===== src/rtl/prm_pkg.sv =====
package prm_pkg;

   localparam int unsigned TicksDefault = 10;

   localparam logic [15:0] CutoffReset  = 16'd50;
   localparam logic [15:0] TimeoutReset = 16'd1000;
   localparam logic        CountReset   = 1'b0;
   localparam logic [15:0] WeightReset  = 16'd6554;

   localparam logic [63:0] UsPerMinute = 64'd60000000;
   localparam logic [31:0] MsPerMinute = 32'd60000;
   localparam logic [15:0] RateMax     = 16'hFFFF;

   localparam int unsigned DivW = 32;

   typedef enum logic [1:0] {
      OP_PULSE = 2'd0,
      OP_READ  = 2'd1,
      OP_CLEAR = 2'd2
   } op_type;

   typedef enum logic [1:0] {
      CSR_CUTOFF  = 2'd0,
      CSR_TIMEOUT = 2'd1,
      CSR_COUNT   = 2'd2,
      CSR_WEIGHT  = 2'd3
   } csr_type;

   typedef enum logic [2:0] {
      ST_IDLE,
      ST_FETCH,
      ST_PULSE,
      ST_EXEC,
      ST_DIV,
      ST_MUL,
      ST_SUM,
      ST_OUT
   } state_type;

   typedef struct packed {
      logic rd_en;
      logic wr_en;
      logic clear;
   } ring_ctl_type;

   typedef struct packed {
      logic            start;
      logic [DivW-1:0] dividend;
      logic [DivW-1:0] divisor;
   } div_req_type;

   typedef struct packed {
      logic            done;
      logic [DivW-1:0] quotient;
   } div_rsp_type;

endpackage


===== src/rtl/prm_ring.sv =====
module prm_ring #(
   parameter int unsigned TICKS = prm_pkg::TicksDefault,
   parameter int unsigned PosW  = (TICKS > 1) ? $clog2(TICKS) : 1
) (
   input  logic                  clock,
   input  logic                  reset,
   input  prm_pkg::ring_ctl_type ctl,
   input  logic [PosW-1:0]       addr,
   input  logic [31:0]           wr_data,
   output logic [31:0]           rd_data,
   output logic                  rd_valid
);
   import prm_pkg::*;

   logic [31:0]      times_mem [TICKS];
   logic [TICKS-1:0] valid_ff;
   logic [TICKS-1:0] valid_in;
   logic [31:0]      rd_data_ff;
   logic             rd_valid_ff;

   always_comb begin
      valid_in = valid_ff;
      if (ctl.clear) begin
         valid_in = '0;
      end else if (ctl.wr_en) begin
         valid_in[addr] = 1'b1;
      end
   end

   always_ff @(posedge clock) begin
      if (reset) begin
         valid_ff    <= '0;
         rd_valid_ff <= 1'b0;
      end else begin
         valid_ff <= valid_in;
         if (ctl.rd_en) begin
            rd_valid_ff <= valid_ff[addr];
         end
      end
   end

   always_ff @(posedge clock) begin
      if (ctl.wr_en) begin
         times_mem[addr] <= wr_data;
      end
      if (ctl.rd_en) begin
         rd_data_ff <= times_mem[addr];
      end
   end

   assign rd_data  = rd_data_ff;
   assign rd_valid = rd_valid_ff;

endmodule


===== src/rtl/prm_div.sv =====
module prm_div (
   input  logic                 clock,
   input  logic                 reset,
   input  prm_pkg::div_req_type req,
   output prm_pkg::div_rsp_type rsp
);
   import prm_pkg::*;

   localparam int unsigned CntW = $clog2(DivW);

   logic [DivW-1:0] rem_ff, rem_in;
   logic [DivW-1:0] quo_ff, quo_in;
   logic [DivW-1:0] den_ff, den_in;
   logic [CntW-1:0] cnt_ff, cnt_in;
   logic            busy_ff, busy_in;
   logic            done_ff, done_in;
   logic [DivW:0]   shifted;
   logic [DivW:0]   trial;

   always_comb begin
      shifted = {rem_ff, quo_ff[DivW-1]};
      trial   = shifted - {1'b0, den_ff};
      rem_in  = rem_ff;
      quo_in  = quo_ff;
      den_in  = den_ff;
      cnt_in  = cnt_ff;
      busy_in = busy_ff;
      done_in = 1'b0;
      if (req.start) begin
         rem_in  = '0;
         quo_in  = req.dividend;
         den_in  = req.divisor;
         cnt_in  = '0;
         busy_in = 1'b1;
      end else if (busy_ff) begin
         if (!trial[DivW]) begin
            rem_in = trial[DivW-1:0];
            quo_in = {quo_ff[DivW-2:0], 1'b1};
         end else begin
            rem_in = shifted[DivW-1:0];
            quo_in = {quo_ff[DivW-2:0], 1'b0};
         end
         cnt_in = cnt_ff + 1'b1;
         if (cnt_ff == CntW'(DivW - 1)) begin
            busy_in = 1'b0;
            done_in = 1'b1;
         end
      end
   end

   always_ff @(posedge clock) begin
      if (reset) begin
         busy_ff <= 1'b0;
         done_ff <= 1'b0;
         cnt_ff  <= '0;
      end else begin
         busy_ff <= busy_in;
         done_ff <= done_in;
         cnt_ff  <= cnt_in;
      end
   end

   always_ff @(posedge clock) begin
      rem_ff <= rem_in;
      quo_ff <= quo_in;
      den_ff <= den_in;
   end

   assign rsp.done     = done_ff;
   assign rsp.quotient = quo_ff;

endmodule


===== src/rtl/pulse_rate_meter.sv =====
// Pulse rate meter: smoothed pulses per minute from timestamped events.
// Input channel req_*: one transaction carries req_op (pulse, read, clear)
// with req_time_us and req_time_ms. Result channel rsp_*: exactly one
// transaction per input, carrying rsp_rate_per_minute (integer part of the
// Q16.8 average) and rsp_total_pulses, in input order.
// Configuration channel csr_*: csr_index selects cutoff rate, stop timeout,
// count enable or smoothing weight; csr_ready is always high. Write only
// while no transaction is in flight.
// Path per op: a clear, an idle op, a read that clears or sees no elapsed
// time, or a pulse while the ring fills goes straight to the result. A pulse
// on a full ring or a decaying read passes through the 32-bit serial divider
// and then the blend (products registered, then summed); a read that divides
// but keeps the average skips the blend. One input is processed at a time,
// so no new input is taken until the last one has reached the result slot;
// req_ready is high only while idle.
// The result register holds a finished transaction while rsp_ready is low;
// the next input is still accepted and processed, then waits for the slot.
// Reset (synchronous) clears the average, counter, ring valid bits and ring
// position and restores register defaults; no clearing pass is needed.
module pulse_rate_meter #(
   parameter int unsigned TICKS = prm_pkg::TicksDefault
) (
   input  logic        clock,
   input  logic        reset,
   input  logic        req_valid,
   output logic        req_ready,
   input  logic [1:0]  req_op,
   input  logic [31:0] req_time_us,
   input  logic [31:0] req_time_ms,
   output logic        rsp_valid,
   input  logic        rsp_ready,
   output logic [15:0] rsp_rate_per_minute,
   output logic [31:0] rsp_total_pulses,
   input  logic        csr_valid,
   output logic        csr_ready,
   input  logic [1:0]  csr_index,
   input  logic [15:0] csr_data
);
   import prm_pkg::*;

   localparam int unsigned PosW     = (TICKS > 1) ? $clog2(TICKS) : 1;
   localparam logic [31:0] PulseNum = 32'(64'(TICKS) * UsPerMinute);
   localparam logic [PosW-1:0] PosLast = PosW'(TICKS - 1);

   state_type       state_ff, state_in;
   op_type          op_ff, op_in;
   logic [31:0]     time_us_ff, time_us_in;
   logic [31:0]     time_ms_ff, time_ms_in;
   logic [23:0]     smooth_ff, smooth_in;
   logic [31:0]     last_ms_ff, last_ms_in;
   logic [31:0]     count_ff, count_in;
   logic [PosW-1:0] pos_ff, pos_in;
   logic [15:0]     val_ff, val_in;
   logic [39:0]     prod_a_ff, prod_a_in;
   logic [40:0]     prod_b_ff, prod_b_in;
   logic            rsp_valid_ff, rsp_valid_in;
   logic [15:0]     rsp_rate_ff, rsp_rate_in;
   logic [31:0]     rsp_total_ff, rsp_total_in;
   logic [15:0]     cutoff_ff, timeout_ff, weight_ff;
   logic            count_en_ff;

   ring_ctl_type    ring_ctl;
   logic [31:0]     ring_rdata;
   logic            ring_rvalid;
   div_req_type     div_req;
   div_rsp_type     div_rsp;

   logic [31:0]     span;
   logic [31:0]     elapsed;
   logic [15:0]     quo_sat;
   logic [16:0]     inv_weight;
   logic [41:0]     blend_sum;
   logic [PosW-1:0] pos_next;

   prm_ring #(
      .TICKS (TICKS),
      .PosW  (PosW)
   ) u_ring (
      .clock    (clock),
      .reset    (reset),
      .ctl      (ring_ctl),
      .addr     (pos_ff),
      .wr_data  (time_us_ff),
      .rd_data  (ring_rdata),
      .rd_valid (ring_rvalid)
   );

   prm_div u_div (
      .clock (clock),
      .reset (reset),
      .req   (div_req),
      .rsp   (div_rsp)
   );

   always_comb begin
      span       = time_us_ff - ring_rdata;
      elapsed    = time_ms_ff - last_ms_ff;
      quo_sat    = (div_rsp.quotient[31:16] != 16'd0) ? RateMax : div_rsp.quotient[15:0];
      inv_weight = 17'h10000 - {1'b0, weight_ff};
      blend_sum  = {2'b00, prod_a_ff} + {1'b0, prod_b_ff} + 42'd32768;
      pos_next   = (pos_ff == PosLast) ? '0 : pos_ff + 1'b1;

      state_in     = state_ff;
      op_in        = op_ff;
      time_us_in   = time_us_ff;
      time_ms_in   = time_ms_ff;
      smooth_in    = smooth_ff;
      last_ms_in   = last_ms_ff;
      count_in     = count_ff;
      pos_in       = pos_ff;
      val_in       = val_ff;
      prod_a_in    = prod_a_ff;
      prod_b_in    = prod_b_ff;
      rsp_valid_in = rsp_valid_ff;
      rsp_rate_in  = rsp_rate_ff;
      rsp_total_in = rsp_total_ff;
      req_ready    = 1'b0;
      ring_ctl     = '0;
      div_req      = '0;

      if (rsp_valid_ff && rsp_ready) begin
         rsp_valid_in = 1'b0;
      end

      unique case (state_ff)
         ST_IDLE: begin
            req_ready = 1'b1;
            if (req_valid) begin
               op_in      = op_type'(req_op);
               time_us_in = req_time_us;
               time_ms_in = req_time_ms;
               if (op_type'(req_op) == OP_PULSE) begin
                  ring_ctl.rd_en = 1'b1;
                  state_in       = ST_FETCH;
               end else begin
                  state_in = ST_EXEC;
               end
            end
         end
         ST_FETCH: begin
            state_in = ST_PULSE;
         end
         ST_PULSE: begin
            if (count_en_ff) begin
               count_in = count_ff + 32'd1;
            end
            ring_ctl.wr_en = 1'b1;
            pos_in         = pos_next;
            if (ring_rvalid) begin
               div_req.start    = 1'b1;
               div_req.dividend = PulseNum;
               div_req.divisor  = span;
               last_ms_in       = time_ms_ff;
               state_in         = ST_DIV;
            end else begin
               state_in = ST_OUT;
            end
         end
         ST_EXEC: begin
            state_in = ST_OUT;
            unique case (op_ff)
               OP_READ: begin
                  if (smooth_ff < {cutoff_ff, 8'h00}) begin
                     smooth_in = '0;
                  end else if (elapsed > {16'd0, timeout_ff}) begin
                     smooth_in = '0;
                  end else if (elapsed != 32'd0) begin
                     div_req.start    = 1'b1;
                     div_req.dividend = MsPerMinute;
                     div_req.divisor  = elapsed;
                     state_in         = ST_DIV;
                  end
               end
               OP_CLEAR: begin
                  ring_ctl.clear = 1'b1;
                  pos_in         = '0;
                  smooth_in      = '0;
                  count_in       = '0;
                  last_ms_in     = time_ms_ff;
               end
               default: begin
               end
            endcase
         end
         ST_DIV: begin
            if (div_rsp.done) begin
               val_in = quo_sat;
               if (op_ff == OP_PULSE) begin
                  state_in = ST_MUL;
               end else if (smooth_ff > {quo_sat, 8'h00}) begin
                  state_in = ST_MUL;
               end else begin
                  state_in = ST_OUT;
               end
            end
         end
         ST_MUL: begin
            prod_a_in = 40'({val_ff, 8'h00}) * 40'(weight_ff);
            prod_b_in = 41'(smooth_ff) * 41'(inv_weight);
            state_in  = ST_SUM;
         end
         ST_SUM: begin
            smooth_in = blend_sum[39:16];
            state_in  = ST_OUT;
         end
         ST_OUT: begin
            if (!rsp_valid_ff || rsp_ready) begin
               rsp_valid_in = 1'b1;
               rsp_rate_in  = smooth_ff[23:8];
               rsp_total_in = count_ff;
               state_in     = ST_IDLE;
            end
         end
         default: begin
            state_in = ST_IDLE;
         end
      endcase
   end

   always_ff @(posedge clock) begin
      if (reset) begin
         state_ff     <= ST_IDLE;
         smooth_ff    <= '0;
         last_ms_ff   <= '0;
         count_ff     <= '0;
         pos_ff       <= '0;
         rsp_valid_ff <= 1'b0;
      end else begin
         state_ff     <= state_in;
         smooth_ff    <= smooth_in;
         last_ms_ff   <= last_ms_in;
         count_ff     <= count_in;
         pos_ff       <= pos_in;
         rsp_valid_ff <= rsp_valid_in;
      end
   end

   always_ff @(posedge clock) begin
      op_ff        <= op_in;
      time_us_ff   <= time_us_in;
      time_ms_ff   <= time_ms_in;
      val_ff       <= val_in;
      prod_a_ff    <= prod_a_in;
      prod_b_ff    <= prod_b_in;
      rsp_rate_ff  <= rsp_rate_in;
      rsp_total_ff <= rsp_total_in;
   end

   always_ff @(posedge clock) begin
      if (reset) begin
         cutoff_ff   <= CutoffReset;
         timeout_ff  <= TimeoutReset;
         count_en_ff <= CountReset;
         weight_ff   <= WeightReset;
      end else if (csr_valid) begin
         unique case (csr_type'(csr_index))
            CSR_CUTOFF:  cutoff_ff   <= csr_data;
            CSR_TIMEOUT: timeout_ff  <= csr_data;
            CSR_COUNT:   count_en_ff <= csr_data[0];
            CSR_WEIGHT:  weight_ff   <= csr_data;
            default: begin
            end
         endcase
      end
   end

   assign csr_ready           = 1'b1;
   assign rsp_valid           = rsp_valid_ff;
   assign rsp_rate_per_minute = rsp_rate_ff;
   assign rsp_total_pulses    = rsp_total_ff;

endmodule

===== config.mk =====
export PLATFORM = sky130hd
export DESIGN_NAME = pulse_rate_meter
export DESIGN_NICKNAME = d
export VERILOG_FILES = /design/src/rtl/prm_pkg.sv /design/src/rtl/prm_ring.sv /design/src/rtl/prm_div.sv /design/src/rtl/pulse_rate_meter.sv
export SDC_FILE = /design/constraint.sdc
export NUM_CORES = 2
export LEC_CHECK = 0
export BUFFER_PORTS_ARGS = -buffer_cell sky130_fd_sc_hd__buf_2
export CORE_MARGIN = 2
export CORE_UTILIZATION = 29
export CTS_CLUSTER_DIAMETER = 120
export DETAILED_ROUTE_END_ITERATION = 8
export PLACE_DENSITY_LB_ADDON = 0.12
export SLEW_MARGIN = 20
export SYNTH_ARGS = -nofsm -noshare
export SYNTH_HDL_FRONTEND = slang
export SYNTH_SLANG_ARGS = --single-unit

===== constraint.sdc =====
create_clock -name clock -period 10.5 [get_ports clock]
set_input_delay 0.525 -clock clock [delete_from_list [all_inputs] [get_ports clock]]
set_output_delay 0.525 -clock clock [all_outputs]
set_load 0.005 [all_outputs]

==> reports/results.tsv <==
metric	value	unit
endpoint_kind	flip-flop	
crit_fanout	15	
finish.net_count	6632	
clock-root-buffer	sky130_fd_sc_hd__clkbuf_16	
io_buffer_count	138	
final.min_clock_period	9.41	ns
grt_start_max_net_pins	73	
postSynth.topFlopCell	sky130_fd_sc_hd__edfxtp_1	
area_growth	14.2	%
insertion_delay_to_the_later_sink_of_the_worst_skew_pair	0.74	ns
gpl.final_weighted_congestion	0.812	
fin_area	66200	sq um
max_freq	0.106	GHz
global_route_wire_length_before_repair	255	mm
power_per_cell_area	210	nW/um^2
timing.setup.tns	0	ns
final_cycle_utilization_of_the_critical_path	0.896	
detail_route.iter0.violations	1733	
run_status	complete, no violations	
clkSinkCount	805	
drt_pre_antenna_iters	5	
drc_errors	0	
dieWidth	451	um
ff_latch_area	22200	sq um
dr_total_vias	38500	
h_tree_depth	3	
critPathArrivalTime	9.87	ns
clock_tree_from_tritoncts	done	
multi_input_comb_area	31800	sq um
pin_count	140	
placed_area	62100	sq um
count_of_different_cell_masters_after_synthesis	87	
hold_class	in2reg	
postSynthAreaPerCell	10.7	sq um
mostFrequentLayoutCells	846 x sky130_fd_sc_hd__inv_1, 707 x sky130_fd_sc_hd__nand2_1, 610 x sky130_fd_sc_hd__edfxtp_1	
critical_path_class	reg2reg	
critical-path-slowest-cell	sky130_fd_sc_hd__nor4_1	
cts.path.max_buffers	3	
synth.yosys.seq_area_share	0.384	
fp-row-count	164	
maxSlewHeadroom	0.205	
initial_core_util	0.291	
antenna_found_initial	1	
die_height	451	um
cts_buffers	99	
route.antenna.remaining_nets	0	
required	10.96	ns
worst_clock_skew	0.0380	ns
synth_area	57900	sq um
final_layout_size_suffix_gt1_frac	0.0964	
power_leakage	27.8	nW
clkSlewWorstSetupHoldPaths	0.06	ns
routed_wire_length_per_instance	19.5	um
post-dp-hpwl	117	mm
total_core_area	199000	sq um
final_hold_viol_count	0	
worstSetupStartpointType	flip-flop	
gr-usage-all-layers	0.163	
route.detailed.vias_per_inst	4.61	
crit_top_cell	sky130_fd_sc_hd__fa_1	
synthesis.yosys.warnings	0	
synth_seq_cells	805	
final.hold.worst_slack	0.0875	ns
ys_async_sr_fraction	0	
fp.dieArea	203000	sq um
drv_cap	0	
vias_in_the_first_global_route	41600	
final_util	0.332	
rsz_0062_raised_after_global_routing	no	
vdd_drop_max	0.000271	V
slowest_stage_delay_on_critical_path	0.77	ns
fillCellCount	20300	
layout_commonest_cell	sky130_fd_sc_hd__inv_1	
synth_enable_flop_cells	610	
setup_viol	0	
gr-total-overflow	0	
worstMarginPinSlew	1.19	ns
number_of_nets_produced_by_synthesis	6458	
synthesis.instances	5426	
slew_violations	0	
drt_wl_total	163	mm
[layout make-up]
type | instances | area share
Tap cell | 2656 | 0.0502
Timing Repair Buffer | 313 | 0.0329
Antenna cell | 4 | 0.000151
Sequential cell | 805 | 0.336
Clock inverter | 56 | 0.0102
Inverter | 848 | 0.0481
Clock buffer | 130 | 0.0415
Multi-Input combinational cell | 3533 | 0.481
[worst max-delay path, delay by kind of cell (launching register included)]
family                     cells  cell delay (ns)
adders and majority gates      7             3.23
xor gates and xnor gates       2             0.51
AOI/OAI and AO/OA              5             1.33
buffers and inverters          4             0.47
DFF                            1             0.30
and+or+nand+nor               11             3.30
[stage by stage]
step | cells | total power [W] | setup WS (ns)
final | 8345 | 0.0139 | 1.09
after global routing | 8342 | 0.0151 | 0.671
after CTS | 8341 | 0.0142 | 0.954
after detailed placement | 8088 | 0.0105 | 0.978
after global placement | 8088 | 0.0105 | 1.04
after floorplan | 5426 | 0.00875 | 2.57
[metal layers]
metal / up-vias / track usage / share of wire
li1: 18300 / - / -
met1: 19500 / 0.202 / 0.43
met2: 418 / 0.295 / 0.51
met3: 218 / 0.0178 / 0.023
met4: 0 / 0.0501 / 0.028
met5: - / 0 / 0
[what timing repair did]
item                      4_1_cts  5_1_grt
buffers inserted                0        0
hold buffers                   67        0
hold endpoints to repair       67        0
gates resized for setup         0        0
[synthesized netlist by cell type, types with 52 or more instances]
master	instances	share of area
sky130_fd_sc_hd__a21oi_1	245	0.021
sky130_fd_sc_hd__inv_1	847	0.055
sky130_fd_sc_hd__nor2_1	239	0.015
sky130_fd_sc_hd__ha_1	420	0.091
sky130_fd_sc_hd__mux4_2	66	0.026
sky130_fd_sc_hd__nor3_1	58	0.0050
sky130_fd_sc_hd__a21o_1	86	0.011
sky130_fd_sc_hd__xor2_1	62	0.0094
sky130_fd_sc_hd__a211oi_1	78	0.010
sky130_fd_sc_hd__dfxtp_1	195	0.067
sky130_fd_sc_hd__nand3_1	52	0.0045
sky130_fd_sc_hd__xnor2_1	128	0.019
sky130_fd_sc_hd__fa_1	523	0.18
sky130_fd_sc_hd__o21ai_0	98	0.0085
sky130_fd_sc_hd__edfxtp_1	610	0.32
sky130_fd_sc_hd__and2_1	276	0.030
sky130_fd_sc_hd__mux2i_1	71	0.012
sky130_fd_sc_hd__clkbuf_1	207	0.013
sky130_fd_sc_hd__nand2_1	707	0.046
[report_power, final]
| part | leakage [nW] | total, W | switching [W] | internal, W |
|---|---|---|---|---|
| Clock | 1.66 | 0.00357 | 0.00145 | 0.00213 |
| Combinational | 19.1 | 0.00626 | 0.00357 | 0.00269 |
| Sequential | 7.05 | 0.00406 | 0.000186 | 0.00387 |
[flip-flops by register name, indices dropped and copies added, names as in the netlist, 10 cells and up]
signal               flops
u_div.rem_ff            32
rsp_rate_per_minute     16
prod_a_ff               32
time_ms_ff              32
val_ff                  16
rsp_total_pulses        32
last_ms_ff              32
u_div.den_ff            32
u_ring.times_mem       320
prod_b_ff               32
timeout_ff              16
time_us_ff              32
u_ring.rd_data          32
weight_ff               16
u_ring.valid_ff         10
cutoff_ff               16
smooth_ff               24
u_div.quo_ff            32
count_ff                32
[cells by family (layout without fill, tap and decap cells)]
family | Yosys count | count (layout) | share of synthesized area
AO/OA/AOI/OAI | 707 | 707 | 0.0801
buffers and inverters | 1088 | 1347 | 0.0712
AND/OR/NAND/NOR | 1553 | 1553 | 0.126
other | 1 | 5 | 0.0000647
flip-flops | 805 | 805 | 0.384
adder cells (fa/ha/maj) | 943 | 943 | 0.271
multiplexers | 139 | 139 | 0.0383
XOR/XNOR | 190 | 190 | 0.0287
[final timing paths]
kind | startpoint | to | slack (ns) | cells after the start
worst max-delay path | weight_ff[2] | prod_b_ff[39] | 1.09 | 29
worst min-delay path | csr_data[14] | timeout_ff[14] | 0.09 | 3
worst max register to register | weight_ff[2] | prod_b_ff[39] | 1.09 | 29
worst min register to register | last_ms_ff[9] | last_ms_ff[9] | 0.45 | 2
Power figures use the tool's default switching activity.
